**src/rtl/cnv_pkg.sv**
```systemverilog
// ----------------------------------------------------------------------------
// cnv_pkg
// Shared types, codes and helper functions for the card number validator.
// ----------------------------------------------------------------------------
package cnv_pkg;

    localparam int DEF_MIN_DIGITS = 13;
    localparam int DEF_MAX_DIGITS = 19;

    localparam logic [4:0] COUNT_SAT = 5'd31;

    // verdict codes
    localparam logic [1:0] VERDICT_VALID     = 2'd0;
    localparam logic [1:0] VERDICT_NON_DIGIT = 2'd1;
    localparam logic [1:0] VERDICT_BAD_LEN   = 2'd2;
    localparam logic [1:0] VERDICT_LUHN_FAIL = 2'd3;

    // card kind codes
    localparam logic [2:0] KIND_VISA   = 3'd0;
    localparam logic [2:0] KIND_MASTER = 3'd1;
    localparam logic [2:0] KIND_MAESTRO = 3'd2;
    localparam logic [2:0] KIND_AMEX   = 3'd3;
    localparam logic [2:0] KIND_JCB    = 3'd4;
    localparam logic [2:0] KIND_OTHER  = 3'd5;

    typedef struct packed {
        logic [4:0] digit_count;
        logic [3:0] sum_even_doubled;
        logic [3:0] sum_odd_doubled;
        logic       saw_non_digit;
        logic [3:0] first_digit;
        logic [3:0] second_digit;
    } t_card_state;

    function automatic logic [3:0] add_mod10(input logic [3:0] s, input logic [3:0] v);
        logic [4:0] t;
        t = {1'b0, s} + {1'b0, v};
        if (t >= 5'd10) begin
            t = t - 5'd10;
        end
        return t[3:0];
    endfunction

    function automatic logic [3:0] luhn_double(input logic [3:0] d);
        logic [4:0] t;
        t = {d, 1'b0};
        if (t > 5'd9) begin
            t = t - 5'd9;
        end
        return t[3:0];
    endfunction

    function automatic logic [2:0] kind_of(input logic [3:0] a, input logic [3:0] b);
        logic [2:0] k;
        case (a)
            4'd3: begin
                k = (b == 4'd4 || b == 4'd7) ? KIND_AMEX : KIND_JCB;
            end
            4'd4: k = KIND_VISA;
            4'd5: k = KIND_MASTER;
            4'd6: k = KIND_MAESTRO;
            default: k = KIND_OTHER;
        endcase
        return k;
    endfunction

endpackage

```
**src/rtl/card_number_validator.sv**
```systemverilog
// ----------------------------------------------------------------------------
// card_number_validator
// Streaming Luhn mod-10 check and card kind detection, one character per item.
// ----------------------------------------------------------------------------
// Usage:
//   Input channel (i_valid / o_stall) carries one ASCII character per item,
//   with i_last_char marking the final character of a card number. Blanks
//   (space, tab, LF, VT, FF, CR) are skipped; any other non-digit flags the
//   number. Output channel (o_valid / i_stall) carries one item per number:
//   o_verdict (non-digit, bad length, Luhn failure in that priority, else valid)
//   and o_card_kind from the leading two digits.
// Timing:
//   The block takes one item every cycle unless o_stall is high. A character
//   lands in an input register, and the state update plus the verdict logic fit
//   between that register and the result register, which captures the verdict
//   of a final character and drives o_valid.
// Stall:
//   While the result register holds an item that the receiver stalls, the
//   input register can still take one more character; o_stall rises only
//   when both registers are full and i_stall is high.
// Reset:
//   Synchronous, active low. Clears both valid flags and the running state,
//   so the next character starts a fresh number.
// ----------------------------------------------------------------------------
module card_number_validator #(
    parameter int MIN_DIGITS = cnv_pkg::DEF_MIN_DIGITS,
    parameter int MAX_DIGITS = cnv_pkg::DEF_MAX_DIGITS
) (
    input  logic       i_clk,
    input  logic       i_rst_n,
    input  logic       i_valid,
    output logic       o_stall,
    input  logic [7:0] i_char_code,
    input  logic       i_last_char,
    output logic       o_valid,
    input  logic       i_stall,
    output logic [1:0] o_verdict,
    output logic [2:0] o_card_kind
);
    import cnv_pkg::*;

    // input register
    logic       r_in_valid;
    logic [7:0] r_char_code;
    logic       r_last_char;

    // result register
    logic       r_out_valid;
    logic [1:0] r_verdict;
    logic [2:0] r_card_kind;

    logic        advance;
    logic        step;
    t_card_state next_state;
    logic [1:0]  n_verdict;
    logic [2:0]  n_card_kind;

    // Advance whenever the result register is free or being taken.
    assign advance = !r_out_valid || !i_stall;
    assign step    = r_in_valid && advance;
    assign o_stall = r_in_valid && !advance;

    cnv_accum u_accum (
        .i_clk      (i_clk),
        .i_rst_n    (i_rst_n),
        .i_step     (step),
        .i_clear    (r_last_char),
        .i_char_code(r_char_code),
        .o_next     (next_state)
    );

    cnv_verdict #(
        .MIN_DIGITS(MIN_DIGITS),
        .MAX_DIGITS(MAX_DIGITS)
    ) u_verdict (
        .i_state    (next_state),
        .o_verdict  (n_verdict),
        .o_card_kind(n_card_kind)
    );

    // Load a new character whenever the input register is empty or moving on.
    always_ff @(posedge i_clk) begin
        if (!i_rst_n) begin
            r_in_valid <= 1'b0;
        end else if (!o_stall) begin
            r_in_valid <= i_valid;
        end
    end

    always_ff @(posedge i_clk) begin
        if (i_valid && !o_stall) begin
            r_char_code <= i_char_code;
            r_last_char <= i_last_char;
        end
    end

    // Only a final character produces a result item.
    always_ff @(posedge i_clk) begin
        if (!i_rst_n) begin
            r_out_valid <= 1'b0;
        end else if (advance) begin
            r_out_valid <= r_in_valid && r_last_char;
        end
    end

    always_ff @(posedge i_clk) begin
        if (step && r_last_char) begin
            r_verdict   <= n_verdict;
            r_card_kind <= n_card_kind;
        end
    end

    assign o_valid     = r_out_valid;
    assign o_verdict   = r_verdict;
    assign o_card_kind = r_card_kind;

endmodule

```
**src/rtl/cnv_accum.sv**
```systemverilog
// ----------------------------------------------------------------------------
// cnv_accum
// Running per-number state: digit count, both Luhn sums, non-digit flag and
// the two leading digits. Offers the state as updated by the current item.
// ----------------------------------------------------------------------------
module cnv_accum (
    input  logic                 i_clk,
    input  logic                 i_rst_n,
    input  logic                 i_step,
    input  logic                 i_clear,
    input  logic [7:0]           i_char_code,
    output cnv_pkg::t_card_state o_next
);
    import cnv_pkg::*;

    t_card_state r_state;
    t_card_state n_state;

    logic       blank;
    logic       is_digit;
    logic [3:0] dval;

    assign blank    = (i_char_code == 8'h20) ||
                      (i_char_code >= 8'h09 && i_char_code <= 8'h0D);
    assign is_digit = (i_char_code >= 8'h30 && i_char_code <= 8'h39);
    assign dval     = i_char_code[3:0];

    always_comb begin
        n_state = r_state;
        if (!blank) begin
            if (is_digit) begin
                if (r_state.digit_count == 5'd0) begin
                    n_state.first_digit = dval;
                end else if (r_state.digit_count == 5'd1) begin
                    n_state.second_digit = dval;
                end
                if (!r_state.digit_count[0]) begin
                    n_state.sum_even_doubled =
                        add_mod10(r_state.sum_even_doubled, luhn_double(dval));
                    n_state.sum_odd_doubled = add_mod10(r_state.sum_odd_doubled, dval);
                end else begin
                    n_state.sum_even_doubled = add_mod10(r_state.sum_even_doubled, dval);
                    n_state.sum_odd_doubled =
                        add_mod10(r_state.sum_odd_doubled, luhn_double(dval));
                end
                if (r_state.digit_count != COUNT_SAT) begin
                    n_state.digit_count = r_state.digit_count + 5'd1;
                end
            end else begin
                n_state.saw_non_digit = 1'b1;
            end
        end
    end

    assign o_next = n_state;

    // Drop the state after the final item of a number.
    always_ff @(posedge i_clk) begin
        if (!i_rst_n) begin
            r_state <= '0;
        end else if (i_step) begin
            r_state <= i_clear ? '0 : n_state;
        end
    end

endmodule

```
**src/rtl/cnv_verdict.sv**
```systemverilog
// ----------------------------------------------------------------------------
// cnv_verdict
// Final decision for one number: verdict in priority order and card kind.
// ----------------------------------------------------------------------------
module cnv_verdict #(
    parameter int MIN_DIGITS = cnv_pkg::DEF_MIN_DIGITS,
    parameter int MAX_DIGITS = cnv_pkg::DEF_MAX_DIGITS
) (
    input  cnv_pkg::t_card_state i_state,
    output logic [1:0]           o_verdict,
    output logic [2:0]           o_card_kind
);
    import cnv_pkg::*;

    localparam logic [4:0] MinCnt = 5'(MIN_DIGITS);
    localparam logic [4:0] MaxCnt = 5'(MAX_DIGITS);

    logic [3:0] sel_sum;

    assign sel_sum = i_state.digit_count[0] ? i_state.sum_odd_doubled
                                            : i_state.sum_even_doubled;

    always_comb begin
        if (i_state.saw_non_digit) begin
            o_verdict = VERDICT_NON_DIGIT;
        end else if (i_state.digit_count < MinCnt || i_state.digit_count > MaxCnt) begin
            o_verdict = VERDICT_BAD_LEN;
        end else if (sel_sum != 4'd0) begin
            o_verdict = VERDICT_LUHN_FAIL;
        end else begin
            o_verdict = VERDICT_VALID;
        end
    end

    assign o_card_kind = kind_of(i_state.first_digit, i_state.second_digit);

endmodule

```
**config.mk**
```make
export PLATFORM = sky130hd
export DESIGN_NAME = card_number_validator
export DESIGN_NICKNAME = d
export VERILOG_FILES = /design/src/rtl/cnv_pkg.sv /design/src/rtl/card_number_validator.sv /design/src/rtl/cnv_accum.sv /design/src/rtl/cnv_verdict.sv
export SDC_FILE = /design/constraint.sdc
export NUM_CORES = 1
export LEC_CHECK = 0
export BUFFER_PORTS_ARGS = -buffer_cell sky130_fd_sc_hd__buf_2
export CAP_MARGIN = 0
export CORE_MARGIN = 4
export CORE_UTILIZATION = 45
export CTS_CLUSTER_DIAMETER = 80
export DETAILED_ROUTE_END_ITERATION = 8
export SYNTH_ARGS = -nofsm -noshare
export SYNTH_HDL_FRONTEND = slang
export SYNTH_HIERARCHICAL = 1
export SYNTH_SLANG_ARGS = --single-unit
```
**constraint.sdc**
```tcl
create_clock -name i_clk -period 5.6 [get_ports i_clk]
set_input_delay 0.56 -clock i_clk [delete_from_list [all_inputs] [get_ports i_clk]]
set_output_delay 0.56 -clock i_clk [all_outputs]
set_load 0.005 [all_outputs]
```
==> results.json <==
{
  "run_status": "complete, no violations",
  "floorplan.die.height_um": 90.7,
  "grt_max_degree": 22,
  "synth-seq-cells": 38,
  "max-clock-path-buffers": 2,
  "via_count": 2517,
  "yosysTopAreaCellShare_pct": 15.6,
  "seq_power_share_pct": 42.8,
  "async_reset_ff_share_pct": 0,
  "synth_nets": 378,
  "path_class": "reg2reg",
  "initial_core_util_pct": 47.4,
  "hold_path_origin": "i_char_code[3]",
  "area_growth_pct": 9.27,
  "final_period_minus_worst_setup_slack_ns": 4.95,
  "io_pins": 20,
  "report.final.hold_viol_count": 0,
  "cts.repair_timing.setup_buffer_count": 0,
  "cp-start-kind": "register",
  "dieArea_um2": 8220,
  "drc": 0,
  "postSynthCellCount": 334,
  "timing.rr.end": "o_verdict[0]",
  "drv.max_cap_violation_count": 0,
  "hpwl_mm": 5.40,
  "tritoncts.num_buffers": 5,
  "routability_congestion_estimate_from_global_placement": 0.848,
  "post_drt_wl_per_cell_um": 16.5,
  "filler_cell_count": 612,
  "crit_path_end": "o_verdict[0]",
  "netlist-cell-type-count": 63,
  "cts_root_buf": "clkbuf_8",
  "layout_cell_share_with_drive_strength_beyond_1_pct": 14.2,
  "setup_repair_after_global_routing_missed_its_margin": "false",
  "synth_area_um2": 3080,
  "slew-limit-headroom_pct": 45.9,
  "power_frac_comb_pct": 15.5,
  "post_cts_hold_buffer_count": 0,
  "tns_ns": 0,
  "critical_path.max_fanout": 8,
  "internal-power_uw": 527,
  "drt_pass1_iterations": 4,
  "placementRows": 29,
  "fin_util_pct": 51.8,
  "clock_power_share_pct": 41.7,
  "p_leak_uw": 0.00134,
  "ff2ff_path_depth": 18,
  "cp_data_arrival_time_ns": 5.00,
  "drtIter0Drc": 94,
  "groute.usage.overall_pct": 17.5,
  "worstSetupEndpointType": "register",
  "rrSetupSlack_ns": 0.65,
  "grt_overflow": 0,
  "worst_skew_pair.late_latency_ns": 0.29,
  "worst_hold_path_type": "in2reg",
  "wirelength_mm": 7.09,
  "power_density_nw_per_um2": 208,
  "dominantRegCellSynth": "dfxtp_1",
  "count_of_synthesis_stage_warnings_from_yosys": 6,
  "finalSetupViolCount": 0,
  "cts_htree_levels": 2,
  "grt_antenna_before_repair": 0,
  "r2r-start": "r_char_code[1]",
  "grt_pass1_vias": 2332,
  "tightestPinTransition_ns": 0.810,
  "die_width_um": 90.7,
  "cts.sink_count": 38,
  "period_share_pct": 88.4,
  "tritoncts": "done",
  "data_required_critical_path_ns": 5.65,
  "clk_pin_slew_ns": 0.08,
  "power.share.switching_pct": 24.6,
  "synth_top_area_cell": "dfxtp_1",
  "synth_area_per_cell_um2": 9.21,
  "vias_per_cell": 5.87,
  "cp-startpoint": "r_char_code[1]",
  "synth_edf_count": 14,
  "ant_nets": 0,
  "antenna-diode-count": 0,
  "worst_supply_voltage_drop_on_vdd_v": 0.000151,
  "final_nets": 395,
  "synthTopCellsByArea": "dfxtp_1 16%, edfxtp_1 14%, ha_1 11%, nor2b_1 5.1%, mux2_2 4.0%",
  "fp.coreArea_um2": 6490,
  "max_freq_mhz": 202,
  "cts_repair_resize_count": 0,
  "final_report_max_slew_violation_count": 0,
  "synth_sequential_area_ratio_pct": 29.3,
  "total_of_buffers_placed_on_input_and_output_ports": 19,
  "grt_first_pass_wirelength_mm": 11.8,
  "timing.clock.skew_ns": 0.00872,
  "switching_component_of_the_power_uw": 172
}
-- power by group through the flow --
stage               Sequential, µW  Clock, µW  Combinational [µW]
detailed placement             306          0                 108
floorplan                      304          0                81.6
global placement               306          0                 106
finish                         299        291                 108
global route                   300        308                 122
CTS                            299        297                 108
-- area by class of cell --
class,instances,area [µm²],share of cell area [%]
clock buffers,6,82.6,2.46
well taps,77,96.3,2.87
multi-input cells,265,2030,60.4
flip-flops and latches,38,901,26.8
repair buffers,23,125,3.72
inverters,18,67.6,2.01
clock inverters,2,60.1,1.79
-- sequential cells by signal, indices dropped and copies added (netlist names) --
name	cells
o_card_kind	3
r_char_code	8
o_verdict	2
r_in_valid	1
u_accum/r_state	22
r_last_char	1
o_valid	1
-- per-layer routing --
layer  GRT usage, %  routed length, µm  share of wire (%)  up-vias
met5              0                  0                  0        -
met4           3.19                 68               0.96        0
met3           2.92                241                3.4        6
met2           27.9               3250                 46       43
met1           24.9               3530                 50     1187
li1               -                  -                  -     1281
-- cells by family after synthesis --
logic type | share of synthesized area [%]
simple gates | 17.4
xor+xnor | 3.13
fa+ha+maj | 13.6
compound gates | 25.8
buf+inv | 4.76
flops | 29.3
mux | 5.98
-- cell usage after synthesis, types with 3 or more instances --
master,count
mux2i_1,6
ha_1,27
a21boi_0,3
o211ai_1,4
nand3_1,4
buf_2,3
nor3_1,3
nand4_1,4
edfxtp_1,14
nor2_1,12
a21o_1,8
a21oi_1,20
o21a_1,3
dfxtp_1,24
buf_6,3
fa_1,4
nand2_1,29
xnor2_1,7
inv_1,17
xor2_1,4
and2_1,3
mux2_2,11
a32oi_1,10
nor2b_1,25
nand2b_1,5
o21ai_0,13
a22o_1,3
and3_1,3
clkbuf_1,6
a211oi_1,7
a31oi_1,6
nor3b_1,6
-- worst min path at each step --
stage	cells after the start	slack, ns	to
2_1_floorplan	2	0.47	u_accum/r_state[0]
3_3_place_gp	2	0.49	u_accum/r_state[8]
3_5_place_dp	2	0.49	u_accum/r_state[8]
4_1_cts	1	0.44	r_char_code[3]
5_1_grt	1	0.43	r_char_code[2]
6_report	1	0.45	r_char_code[3]
-- critical path, cell delays in order, from the launching register on --
cell,delay [ns]
edfxtp_1,0.52
inv_1,0.23
ha_1,0.35
inv_1,0.07
a21oi_1,0.32
inv_1,0.12
ha_1,0.23
fa_1,0.41
xor2_1,0.19
inv_1,0.08
ha_1,0.23
o31ai_1,0.11
a211oi_1,0.45
o211a_1,0.19
a31oi_1,0.05
a31o_1,0.23
or4_1,0.52
o22a_1,0.22
a21o_1,0.18
-- through the flow --
step	std cells	total power, µW	cell area, µm²	hold WS [ns]	setup slack (ns)
floorplan	334	386	3080	0.472	1.21
global placement	421	412	3220	0.486	0.846
detailed placement	421	414	3220	0.489	0.698
CTS	429	704	3360	0.438	0.678
global route	429	730	3360	0.431	0.200
finish	429	699	3360	0.447	0.647
-- layout by cell type (no fill, tap or decap), types with 8 or more instances in the layout --
cell type / Yosys / routed
a21o_1: 8 / 8
nor2_1: 12 / 12
o21ai_0: 13 / 13
ha_1: 27 / 27
a21oi_1: 20 / 20
edfxtp_1: 14 / 14
nand2_1: 29 / 29
inv_1: 17 / 17
mux2_2: 11 / 11
buf_2: 3 / 19
nor2b_1: 25 / 25
dfxtp_1: 24 / 24
a32oi_1: 10 / 10
Power figures use the tool's default switching activity.
